===== src/hlpd_pkg.sv =====
// Shared types and constants for the header/length packet deframer.
// No dependencies; the interfaces and the top module import this package.
`timescale 1ns / 1ps
`default_nettype none

package hlpd_pkg;

  // Default sizing of the block
  localparam int HeaderLenDefault    = 2;
  localparam int PayloadDepthDefault = 32;

  // Field widths
  localparam int ByteW  = 8;
  localparam int LenW   = 7;
  localparam int IndexW = 6;

  // Configuration port
  localparam int CfgIndexW = 3;
  localparam int CfgDataW  = 8;

  localparam logic [CfgIndexW-1:0] REG_SYNC_BYTE_0 = 3'd0;
  localparam logic [CfgIndexW-1:0] REG_SYNC_BYTE_1 = 3'd1;
  localparam logic [CfgIndexW-1:0] REG_SYNC_BYTE_2 = 3'd2;
  localparam logic [CfgIndexW-1:0] REG_SYNC_BYTE_3 = 3'd3;
  localparam logic [CfgIndexW-1:0] REG_MAX_PAYLOAD = 3'd4;

  // Register reset values
  localparam logic [ByteW-1:0] SYNC_BYTE_0_RST = 8'hAA;
  localparam logic [ByteW-1:0] SYNC_BYTE_1_RST = 8'h55;
  localparam logic [ByteW-1:0] SYNC_BYTE_2_RST = 8'h00;
  localparam logic [ByteW-1:0] SYNC_BYTE_3_RST = 8'h00;
  localparam logic [LenW-1:0]  MAX_PAYLOAD_RST = 7'd32;

  // Result status codes
  localparam logic STATUS_OK      = 1'b0;
  localparam logic STATUS_BAD_LEN = 1'b1;

endpackage

`default_nettype wire


===== src/hlpd_in_if.sv =====
// Input channel of the deframer: one received byte per word.
// Depends on hlpd_pkg for the field width.
`timescale 1ns / 1ps
`default_nettype none

interface hlpd_in_if import hlpd_pkg::*; ();
  logic             valid;
  logic             ready;
  logic [ByteW-1:0] rx_byte;

  modport source (output valid, output rx_byte, input ready);
  modport sink   (input valid, input rx_byte, output ready);
endinterface

`default_nettype wire


===== src/hlpd_out_if.sv =====
// Result channel of the deframer: one payload byte (or error) per word.
// Depends on hlpd_pkg for the field widths.
`timescale 1ns / 1ps
`default_nettype none

interface hlpd_out_if import hlpd_pkg::*; ();
  logic              valid;
  logic              ready;
  logic              status;
  logic [ByteW-1:0]  command;
  logic [LenW-1:0]   frame_length;
  logic [ByteW-1:0]  data_byte;
  logic [IndexW-1:0] data_index;
  logic              last;

  modport source (output valid, output status, output command, output frame_length,
                  output data_byte, output data_index, output last, input ready);
  modport sink   (input valid, input status, input command, input frame_length,
                  input data_byte, input data_index, input last, output ready);
endinterface

`default_nettype wire


===== src/header_len_packet_deframer_top.sv =====
// Header/length packet deframer. Header, command and payload bytes are accepted without stall
// and give no result; a length byte waits until the output register is free.
// A length byte that is too large or zero gives one result in the output register next cycle.
// The last payload byte starts a readout: each result is a RAM read, then a load into the output
// register that waits while the sink stalls; the input is held off until the last result is loaded.
// Reset (sync, active high) restores register defaults and search; the RAM is not cleared.
`timescale 1ns / 1ps
`default_nettype none

module header_len_packet_deframer_top import hlpd_pkg::*; #(
  parameter int HEADER_LEN    = HeaderLenDefault,
  parameter int PAYLOAD_DEPTH = PayloadDepthDefault
) (
  input  wire logic                 clk,
  input  wire logic                 rst,
  input  wire logic                 cfg_we,
  input  wire logic [CfgIndexW-1:0] cfg_index,
  input  wire logic [CfgDataW-1:0]  cfg_wdata,
  hlpd_in_if.sink                   in_ch,
  hlpd_out_if.source                out_ch
);

  localparam int AW = (PAYLOAD_DEPTH > 1) ? $clog2(PAYLOAD_DEPTH) : 1;

  localparam logic [2:0] ST_SEARCH   = 3'd0;
  localparam logic [2:0] ST_COMMAND  = 3'd1;
  localparam logic [2:0] ST_LENGTH   = 3'd2;
  localparam logic [2:0] ST_PAYLOAD  = 3'd3;
  localparam logic [2:0] ST_DRAIN_RD = 3'd4;
  localparam logic [2:0] ST_DRAIN_LD = 3'd5;

  localparam logic [1:0]       HDR_LAST  = 2'(HEADER_LEN - 1);
  localparam logic [ByteW-1:0] DEPTH_LIM = ByteW'(PAYLOAD_DEPTH);

  // Configuration registers
  logic [ByteW-1:0] sync_byte [4];
  logic [LenW-1:0]  max_payload;

  always_ff @(posedge clk) begin
    if (rst) begin
      sync_byte[0] <= SYNC_BYTE_0_RST;
      sync_byte[1] <= SYNC_BYTE_1_RST;
      sync_byte[2] <= SYNC_BYTE_2_RST;
      sync_byte[3] <= SYNC_BYTE_3_RST;
      max_payload  <= MAX_PAYLOAD_RST;
    end else if (cfg_we) begin
      case (cfg_index)
        REG_SYNC_BYTE_0: sync_byte[0] <= cfg_wdata;
        REG_SYNC_BYTE_1: sync_byte[1] <= cfg_wdata;
        REG_SYNC_BYTE_2: sync_byte[2] <= cfg_wdata;
        REG_SYNC_BYTE_3: sync_byte[3] <= cfg_wdata;
        REG_MAX_PAYLOAD: max_payload  <= cfg_wdata[LenW-1:0];
        default: ;
      endcase
    end
  end

  // Control state
  logic [2:0]       state;
  logic [1:0]       hdr_pos;
  logic [AW-1:0]    wr_pos;
  logic [AW-1:0]    rd_pos;
  logic [ByteW-1:0] held_command;
  logic [LenW-1:0]  held_length;

  // Output register
  logic              out_valid;
  logic              out_status;
  logic [ByteW-1:0]  out_command;
  logic [LenW-1:0]   out_length;
  logic [ByteW-1:0]  out_data;
  logic [IndexW-1:0] out_index;
  logic              out_last;

  logic             out_free;
  logic             out_load;
  logic             in_ready;
  logic             in_fire;
  logic [ByteW-1:0] b;
  logic [ByteW-1:0] limit;
  logic             len_bad;
  logic             wr_done;
  logic             rd_done;
  logic             ram_we;
  logic             ram_re;
  logic [ByteW-1:0] ram_rdata;

  assign out_free = !out_valid || out_ch.ready;
  assign in_ready = (state == ST_SEARCH) || (state == ST_COMMAND) ||
                    (state == ST_PAYLOAD) || ((state == ST_LENGTH) && out_free);
  assign in_fire  = in_ch.valid && in_ready;
  assign b        = in_ch.rx_byte;

  // Effective length limit and frame end checks
  assign limit   = ({1'b0, max_payload} > DEPTH_LIM) ? DEPTH_LIM : {1'b0, max_payload};
  assign len_bad = b > limit;
  assign wr_done = (LenW'(wr_pos) + LenW'(1)) >= held_length;
  assign rd_done = (LenW'(rd_pos) + LenW'(1)) == held_length;

  // Output register loads on a bad-length or zero-length result, or a readout word
  assign out_load = (in_fire && (state == ST_LENGTH) && (len_bad || (b == '0))) ||
                    ((state == ST_DRAIN_LD) && out_free);

  assign ram_we = in_fire && (state == ST_PAYLOAD);
  assign ram_re = (state == ST_DRAIN_RD);

  hlpd_ram #(
    .WIDTH (ByteW),
    .DEPTH (PAYLOAD_DEPTH)
  ) u_payload_ram (
    .clk   (clk),
    .we    (ram_we),
    .waddr (wr_pos),
    .wdata (b),
    .re    (ram_re),
    .raddr (rd_pos),
    .rdata (ram_rdata)
  );

  // Frame parser and readout sequencer
  always_ff @(posedge clk) begin
    if (rst) begin
      state        <= ST_SEARCH;
      hdr_pos      <= '0;
      wr_pos       <= '0;
      rd_pos       <= '0;
      held_command <= '0;
      held_length  <= '0;
      out_valid    <= 1'b0;
    end else begin
      // valid set on a load, cleared once the word is taken
      if (out_load) begin
        out_valid <= 1'b1;
      end else if (out_ch.ready) begin
        out_valid <= 1'b0;
      end
      case (state)
        ST_SEARCH: begin
          if (in_fire) begin
            if (b == sync_byte[hdr_pos]) begin
              if (hdr_pos == HDR_LAST) begin
                hdr_pos <= '0;
                state   <= ST_COMMAND;
              end else begin
                hdr_pos <= hdr_pos + 2'd1;
              end
            end else begin
              hdr_pos <= '0;
            end
          end
        end
        ST_COMMAND: begin
          if (in_fire) begin
            held_command <= b;
            state        <= ST_LENGTH;
          end
        end
        ST_LENGTH: begin
          if (in_fire) begin
            wr_pos <= '0;
            if (len_bad) begin
              out_status  <= STATUS_BAD_LEN;
              out_command <= '0;
              out_length  <= '0;
              out_data    <= '0;
              out_index   <= '0;
              out_last    <= 1'b1;
              state       <= ST_SEARCH;
            end else if (b == '0) begin
              held_length <= '0;
              out_status  <= STATUS_OK;
              out_command <= held_command;
              out_length  <= '0;
              out_data    <= '0;
              out_index   <= '0;
              out_last    <= 1'b1;
              state       <= ST_SEARCH;
            end else begin
              held_length <= b[LenW-1:0];
              state       <= ST_PAYLOAD;
            end
          end
        end
        ST_PAYLOAD: begin
          if (in_fire) begin
            if (wr_done) begin
              wr_pos <= '0;
              rd_pos <= '0;
              state  <= ST_DRAIN_RD;
            end else begin
              wr_pos <= wr_pos + AW'(1);
            end
          end
        end
        ST_DRAIN_RD: begin
          state <= ST_DRAIN_LD;
        end
        ST_DRAIN_LD: begin
          // read data is held until the output register frees up
          if (out_free) begin
            out_status  <= STATUS_OK;
            out_command <= held_command;
            out_length  <= held_length;
            out_data    <= ram_rdata;
            out_index   <= IndexW'(rd_pos);
            out_last    <= rd_done;
            if (rd_done) begin
              state <= ST_SEARCH;
            end else begin
              rd_pos <= rd_pos + AW'(1);
              state  <= ST_DRAIN_RD;
            end
          end
        end
        default: begin
          state <= ST_SEARCH;
        end
      endcase
    end
  end

  // Channel outputs
  assign in_ch.ready         = in_ready;
  assign out_ch.valid        = out_valid;
  assign out_ch.status       = out_status;
  assign out_ch.command      = out_command;
  assign out_ch.frame_length = out_length;
  assign out_ch.data_byte    = out_data;
  assign out_ch.data_index   = out_index;
  assign out_ch.last         = out_last;

endmodule

`default_nettype wire


===== src/hlpd_ram.sv =====
// Generic single-write, single-read RAM with registered read data.
// No dependencies.
`timescale 1ns / 1ps
`default_nettype none

module hlpd_ram #(
  parameter int WIDTH = 8,
  parameter int DEPTH = 32,
  localparam int AW = (DEPTH > 1) ? $clog2(DEPTH) : 1
) (
  input  wire logic             clk,
  input  wire logic             we,
  input  wire logic [AW-1:0]    waddr,
  input  wire logic [WIDTH-1:0] wdata,
  input  wire logic             re,
  input  wire logic [AW-1:0]    raddr,
  output logic      [WIDTH-1:0] rdata
);

  logic [WIDTH-1:0] mem [DEPTH];

  always_ff @(posedge clk) begin
    if (we) begin
      mem[waddr] <= wdata;
    end
    if (re) begin
      rdata <= mem[raddr];
    end
  end

endmodule

`default_nettype wire

===== src/flat_wrapper.sv =====
// flat-port wrapper written by rule: the top's interface ports become plain ports
module header_len_packet_deframer_top_flat import hlpd_pkg::*;
#(
  parameter int HEADER_LEN    = HeaderLenDefault,
  parameter int PAYLOAD_DEPTH = PayloadDepthDefault
)
  (clk, rst, cfg_we, cfg_index, cfg_wdata, in_ch_valid, in_ch_rx_byte, in_ch_ready, out_ch_valid, out_ch_status, out_ch_command, out_ch_frame_length, out_ch_data_byte, out_ch_data_index, out_ch_last, out_ch_ready);
  hlpd_in_if in_ch_i ();
  hlpd_out_if out_ch_i ();
  input  wire logic clk;
  input  wire logic rst;
  input  wire logic cfg_we;
  input  wire logic [CfgIndexW-1:0] cfg_index;
  input  wire logic [CfgDataW-1:0] cfg_wdata;
  input wire logic [$bits(in_ch_i.valid)-1:0] in_ch_valid;
  input wire logic [$bits(in_ch_i.rx_byte)-1:0] in_ch_rx_byte;
  output wire logic [$bits(in_ch_i.ready)-1:0] in_ch_ready;
  output wire logic [$bits(out_ch_i.valid)-1:0] out_ch_valid;
  output wire logic [$bits(out_ch_i.status)-1:0] out_ch_status;
  output wire logic [$bits(out_ch_i.command)-1:0] out_ch_command;
  output wire logic [$bits(out_ch_i.frame_length)-1:0] out_ch_frame_length;
  output wire logic [$bits(out_ch_i.data_byte)-1:0] out_ch_data_byte;
  output wire logic [$bits(out_ch_i.data_index)-1:0] out_ch_data_index;
  output wire logic [$bits(out_ch_i.last)-1:0] out_ch_last;
  input wire logic [$bits(out_ch_i.ready)-1:0] out_ch_ready;
  assign in_ch_i.valid = in_ch_valid;
  assign in_ch_i.rx_byte = in_ch_rx_byte;
  assign in_ch_ready = in_ch_i.ready;
  assign out_ch_valid = out_ch_i.valid;
  assign out_ch_status = out_ch_i.status;
  assign out_ch_command = out_ch_i.command;
  assign out_ch_frame_length = out_ch_i.frame_length;
  assign out_ch_data_byte = out_ch_i.data_byte;
  assign out_ch_data_index = out_ch_i.data_index;
  assign out_ch_last = out_ch_i.last;
  assign out_ch_i.ready = out_ch_ready;
  header_len_packet_deframer_top #(.HEADER_LEN(HEADER_LEN), .PAYLOAD_DEPTH(PAYLOAD_DEPTH)) u_core (.clk(clk), .rst(rst), .cfg_we(cfg_we), .cfg_index(cfg_index), .cfg_wdata(cfg_wdata), .in_ch(in_ch_i), .out_ch(out_ch_i));
endmodule

===== config.mk =====
export PLATFORM = sky130hd
export DESIGN_NAME = header_len_packet_deframer_top_flat
export DESIGN_NICKNAME = d
export VERILOG_FILES = /design/src/hlpd_pkg.sv /design/src/hlpd_in_if.sv /design/src/hlpd_out_if.sv /design/src/header_len_packet_deframer_top.sv /design/src/hlpd_ram.sv /design/src/flat_wrapper.sv
export SDC_FILE = /design/constraint.sdc
export NUM_CORES = 1
export LEC_CHECK = 0
export BUFFER_PORTS_ARGS = -buffer_cell sky130_fd_sc_hd__buf_2
export CORE_UTILIZATION = 52
export CTS_BUF_LIST = sky130_fd_sc_hd__clkbuf_4
export CTS_CLUSTER_SIZE = 16
export DETAILED_ROUTE_END_ITERATION = 12
export PLACE_DENSITY = 0.69
export SETUP_SLACK_MARGIN = 0.5
export SLEW_MARGIN = 20
export SYNTH_ARGS = -nofsm -noshare
export SYNTH_HDL_FRONTEND = slang
export SYNTH_SLANG_ARGS = --single-unit

===== constraint.sdc =====
create_clock -name clk -period 6.8 [get_ports clk]
set_input_delay 1.36 -clock clk [delete_from_list [all_inputs] [get_ports clk]]
set_output_delay 1.36 -clock clk [all_outputs]
set_load 0.005 [all_outputs]

# Word level (Yosys, flattened, before mapping)
# Memories as Yosys holds them, arrays and structs flattened. A register that Yosys moved wholly into a read port is not among the register bits.
# Index checks and enable logic that the tools add are counted.
# classes
addsub	5
order_cmp	3
n_eq_ne	22
n_mux	83
n_bitwise	6
n_reduce_logical	28
# op_table
operator	count
8-bit two-way mux	12
7-bit two-way mux	6
5-bit two-way mux	7
8-bit one-hot mux with 2 select lines	2
1-bit two-way mux	30
3-bit two-way mux	10
6-bit two-way mux	4
5-bit one-hot mux with 2 select lines	2
3-bit one-hot mux with 6 select lines	1
7-bit one-hot mux with 2 select lines	1
5-bit by 1-bit adder with 6-bit output (second input constant)	2
3-bit by 2-bit equality test with 1-bit output (second input constant)	4
2-bit by 1-bit != test with 1-bit output (second input constant)	6
6-bit one-hot mux with 2 select lines	1
5-bit by 1-bit adder with 5-bit output (second input constant)	2
2-bit two-way mux	5
5-bit AND reduction	2
3-bit equality test (second input constant)	3
8-bit equality test	1
8-bit greater-than comparator	1
8-bit zero test	1
8-bit AND reduction	1
2-bit nonzero test	4
7-bit equality test	1
16 further kinds	38
# totals
register_bits	69
ramBits	288
inputBits	24
mem_count	2
# mem_list
name	words	width	rd	rd_ports_with_merged_regs	write_ports	line_no	source
u_core.u_payload_ram.mem	32	8	1	1	1	hlpd_ram.sv:20	logic [WIDTH-1:0] mem [DEPTH];
u_core.sync_byte	4	8	1	1	4	header_len_packet_deframer_top.sv:36	logic [ByteW-1:0] sync_byte [4];

# Depth between registers and ports, before layout
# logic_depth
depth_word	9
ltp_mapped	10

# Modules after synthesis
# Synthesis repeated with hierarchy kept, for this count alone.
# unflattened
cells_unflattened	840
area_unflattened_um2	14969.4
# modules_own_cells
module	n_inst	cells_each	area_each_um2	seq_area_each_um2
hlpd_ram	1	417	10133.5	7927.6
header_len_packet_deframer_top	1	423	4835.9	2662.6

# Worst setup path after synthesis
# No wires, ideal clock.
# synth_path
path_kind	input-to-reg
from	input in_ch_rx_byte[3]
to	register u_core.out_command[0], in the netlist u_core.out_ch.command[0], enable pin
setup_ns	0.455
t_arrival_ns	4.475
required_ns	6.345
path_slack_ns	1.871
path_stages	7
path_cell_list	ha_1 > and3_1 > a221oi_1 > o21ai_1 > a21o_1 > a31oi_1 > nor3_1
# synth_between
elab_chain_cells	3
word_cells_on_any_way	4
classes_between	order compare: 1; eq/ne: 1; reduce/logical: 2
# synth_rtl
item	line_no	source
start: declaration	flat_wrapper.sv:16	input wire logic [$bits(in_ch_i.rx_byte)-1:0] in_ch_rx_byte;
8-bit greater-than comparator / 8-bit zero test (equally long branches)	header_len_packet_deframer_top.sv:96, header_len_packet_deframer_top.sv:169	
3-bit by 2-bit != test with 1-bit output (no line) (*)	-	
5-bit AND reduction (no line) (*)	-	
end signal: assignment	header_len_packet_deframer_top.sv:172	out_command <= held_command;
end signal: assignment	header_len_packet_deframer_top.sv:202	out_command <= held_command;
end: declaration	header_len_packet_deframer_top.sv:69	logic [ByteW-1:0] out_command;
# Mark *: on every way between the ends. The rest lies on a longest branch, timed or not.
# A chain may end at the register's enable or synchronous reset.

# Worst setup path after layout
# layout_path
from	input out_ch_ready
to	output in_ch_ready
# layout_between
elab_chain_cells	3
# layout_rtl
item	line_no	source
start: declaration	flat_wrapper.sv:25	input wire logic [$bits(out_ch_i.ready)-1:0] out_ch_ready;
1-bit logical OR	header_len_packet_deframer_top.sv:88	assign out_free = !out_valid || out_ch.ready;
1-bit logical AND	header_len_packet_deframer_top.sv:90	(state == ST_PAYLOAD) || ((state == ST_LENGTH) && out_free);
1-bit logical OR	header_len_packet_deframer_top.sv:90	
end: declaration	flat_wrapper.sv:17	output wire logic [$bits(in_ch_i.ready)-1:0] in_ch_ready;
# Every way passes these cells.

==> summary.json <==
{
  "outcome": {"value": "finished, final reports clean"},
  "synth_area_leaders": {"value": "edfxtp_1, mux4_2, dfxtp_1"},
  "design.die.area": {"value": 29600, "unit": "µm²"},
  "report.final.hold_viol_count": {"value": 0},
  "critical_path_peak_fanout": {"value": 3},
  "grt_setup_unrepaired": {"value": "false"},
  "detail_route.first_pass.iterations": {"value": 5},
  "slew-limit-headroom": {"value": 25.6, "unit": "%"},
  "yosys_warnings": {"value": 0},
  "static-leakage-power": {"value": 5.38, "unit": "nW"},
  "totalNegativeSetupSlack": {"value": 0, "unit": "ns"},
  "numPortBuffers": {"value": 55},
  "grt_pass1_vias": {"value": 7935},
  "initial_core_util": {"value": 53.5, "unit": "%"},
  "post-cts-setup-buffers": {"value": 0},
  "synth_top_area_share": {"value": 65.2, "unit": "%"},
  "synth_area_per_inst": {"value": 17.7, "unit": "µm²"},
  "chipWidth": {"value": 172, "unit": "µm"},
  "cts_resized": {"value": 0},
  "maximum_number_of_pins_on_one_net_before_global_route_repair": {"value": 48},
  "area_delta_synth_final": {"value": 12.4, "unit": "%"},
  "cts.root.buffer_cell": {"value": "clkbuf_4"},
  "hold_slack": {"value": 0.491, "unit": "ns"},
  "num_rows": {"value": 61},
  "place.gp.congestion": {"value": 0.820},
  "post_synth_instance_area": {"value": 15000, "unit": "µm²"},
  "layout-drive-gt1-share": {"value": 30.8, "unit": "%"},
  "synth_nets": {"value": 889},
  "cp-end-kind": {"value": "output pin"},
  "critPathLaunchType": {"value": "input pin"},
  "worst_setup_hold_path_clk_slew": {"value": 0.07, "unit": "ns"},
  "maxClockFrequency": {"value": 293, "unit": "MHz"},
  "yosys.area.top_type": {"value": "edfxtp_1"},
  "dr.first_iter.drc_count": {"value": 718},
  "final.min_clock_period": {"value": 3.41, "unit": "ns"},
  "synthMostInstantiatedCell": {"value": "edfxtp_1"},
  "clock_tree.htree_level_count": {"value": 3},
  "synth-async-reset-ratio": {"value": 0, "unit": "%"},
  "grt_overflow": {"value": 0},
  "final_net_count": {"value": 1006},
  "drt_drc_violations_left": {"value": 0},
  "final-setup-viol-count": {"value": 0},
  "timing.clock.skew": {"value": 0.0524, "unit": "ns"},
  "synth_top_flop_cell": {"value": "edfxtp_1"},
  "grt_antenna_before_repair": {"value": 1},
  "irDropWorstVdd": {"value": 0.104, "unit": "mV"},
  "global_route_wire_length_before_repair": {"value": 46.5, "unit": "mm"},
  "min_period_over_period": {"value": 50.2, "unit": "%"},
  "synth-edff-count": {"value": 326},
  "pwr_density_cell": {"value": 260, "unit": "nW/µm²"},
  "reported_max_cap_violation_count": {"value": 0},
  "hold_path_class": {"value": "reg -> reg"},
  "cts_tree": {"value": "done"},
  "netlist_top_cells_count": {"value": "edfxtp_1, mux4_2, nor2_1, and2_1, dfxtp_1"},
  "place_hpwl": {"value": 19.1, "unit": "mm"},
  "critPathLaunch": {"value": "out_ch_ready"},
  "core_area": {"value": 28100, "unit": "µm²"},
  "top_level_ports": {"value": 57},
  "synth-seq-area-share": {"value": 70.5, "unit": "%"},
  "wire_length_reported_by_the_detailed_router": {"value": 30.6, "unit": "mm"},
  "global_route.usage.total": {"value": 21.7, "unit": "%"},
  "worst_skew_pair.late_latency": {"value": 0.70, "unit": "ns"},
  "die-height": {"value": 172, "unit": "µm"},
  "total_count_of_max_transition_violations_in_the_final_report": {"value": 0},
  "cts_sinks": {"value": 366},
  "post_synth_num_cell_types": {"value": 54},
  "r2r-start": {"value": "u_core.rd_pos[0]"},
  "ctsLongestPathBuffers": {"value": 3},
  "path_class": {"value": "in -> out"},
  "hold_buffers": {"value": 0},
  "tritoncts.num_buffers": {"value": 89},
  "vias": {"value": 8026},
  "drtAntennaViolNets": {"value": 0},
  "worstHoldStart": {"value": "u_core.held_command[6]"},
  "critPathArrivalTime": {"value": 2.05, "unit": "ns"},
  "detail_route.wl_per_cell": {"value": 21.6, "unit": "µm"},
  "via_per_inst": {"value": 5.67},
  "postSynthCellCount": {"value": 847},
  "worst_pin_slew": {"value": 1.11, "unit": "ns"},
  "ys_ff_latch": {"value": 366},
  "worst_ep_required_time": {"value": 5.44, "unit": "ns"},
  "post-layout-total-power": {"value": 4.38, "unit": "mW"}
}
==> path summary, 6_finish.rpt <==
check                             endpoint  slack [ns]  cells past startpoint
max reg2reg  u_core.u_payload_ram.rdata[5]        3.57                      4
min reg2reg         u_core.held_command[6]        0.49                      2
max                            in_ch_ready        3.39                      4
min                 u_core.held_command[6]        0.49                      2
==> state kept, by name, summed over array words and instances (netlist names), named ones only <==
register / flops
u_core.u_payload_ram.mem: 256
u_core.sync_byte: 32
u_core.held_command: 8
u_core.out_ch.command: 8
u_core.out_ch.data_byte: 8
u_core.u_payload_ram.rdata: 8
u_core.held_length: 7
u_core.max_payload: 7
u_core.out_ch.frame_length: 7
u_core.out_ch.data_index: 5
u_core.rd_pos: 5
u_core.wr_pos: 5
u_core.state: 3
u_core.hdr_pos: 2
u_core.out_ch.last: 1
u_core.out_ch.status: 1
u_core.out_ch.valid: 1
==> logic make-up (layout without fill, tap and decap cells) <==
logic type / count (synthesis) / after routing / share of synthesized area (%)
simple gates: 226 / 226 / 7.85
fa+ha+maj: 18 / 18 / 1.50
mux: 118 / 118 / 15.3
other cells: 2 / 3 / 0.0500
xor+xnor: 13 / 13 / 0.758
buf+inv: 54 / 244 / 1.66
compound gates: 50 / 50 / 2.40
flops: 366 / 366 / 70.5
==> cell type report <==
class	instances	area (µm²)
Clock buffer	129	968
Clock inverter	35	233
Multi-Input combinational cell	427	4190
Fill cell	2133	11200
Sequential cell	366	10600
Timing Repair Buffer	66	358
Tap cell	378	473
Inverter	14	52.6
Antenna cell	1	2.50
==> through the flow <==
step	area [µm²]	cells	utilization (%)	worst slack, ns
global placement	15700	1251	55.8	2.88
finish	16900	1416	60.1	3.39
floorplan	15000	847	-	1.87
global route	16900	1416	60.1	3.35
detailed placement	15700	1251	55.8	2.80
CTS	16900	1415	60.0	3.41
==> placed cells by master, fill, tap and decap left out, drive strengths merged, types with 6 or more instances in the layout <==
| cell type | instances |
|---|---|
| edfxtp | 326 |
| xnor2 | 12 |
| mux4 | 88 |
| inv | 13 |
| dfxtp | 40 |
| and2 | 40 |
| nor2 | 75 |
| nor2b | 16 |
| mux2i | 22 |
| nor3 | 21 |
| buf | 66 |
| nand2b | 20 |
| ha | 18 |
| clkinv | 30 |
| nand2 | 20 |
| nand3 | 7 |
| mux2 | 8 |
| clkbuf | 129 |
| o21ai | 7 |
| a21oi | 8 |
| a21o | 6 |
==> worst max-delay path, cell delays in order <==
cell	delay (ns)
buf_2	0.10
nor2b_1	0.33
a21oi_1	0.12
buf_2	0.14
==> power by group <==
group	internal (mW)	switching, mW	total [mW]
sequential	2.45	0.00402	2.46
combinational	0.0249	0.0582	0.0831
clock	0.995	0.849	1.84
==> metal layers <==
layer	vias up	GRT usage, %	part of all wire, %
met5	-	0	0
met1	4063	31.8	45
met2	286	32.6	47
li1	3630	-	-
met3	47	4.81	6.0
met4	0	6.93	1.7
Power figures use the tool's default switching activity.
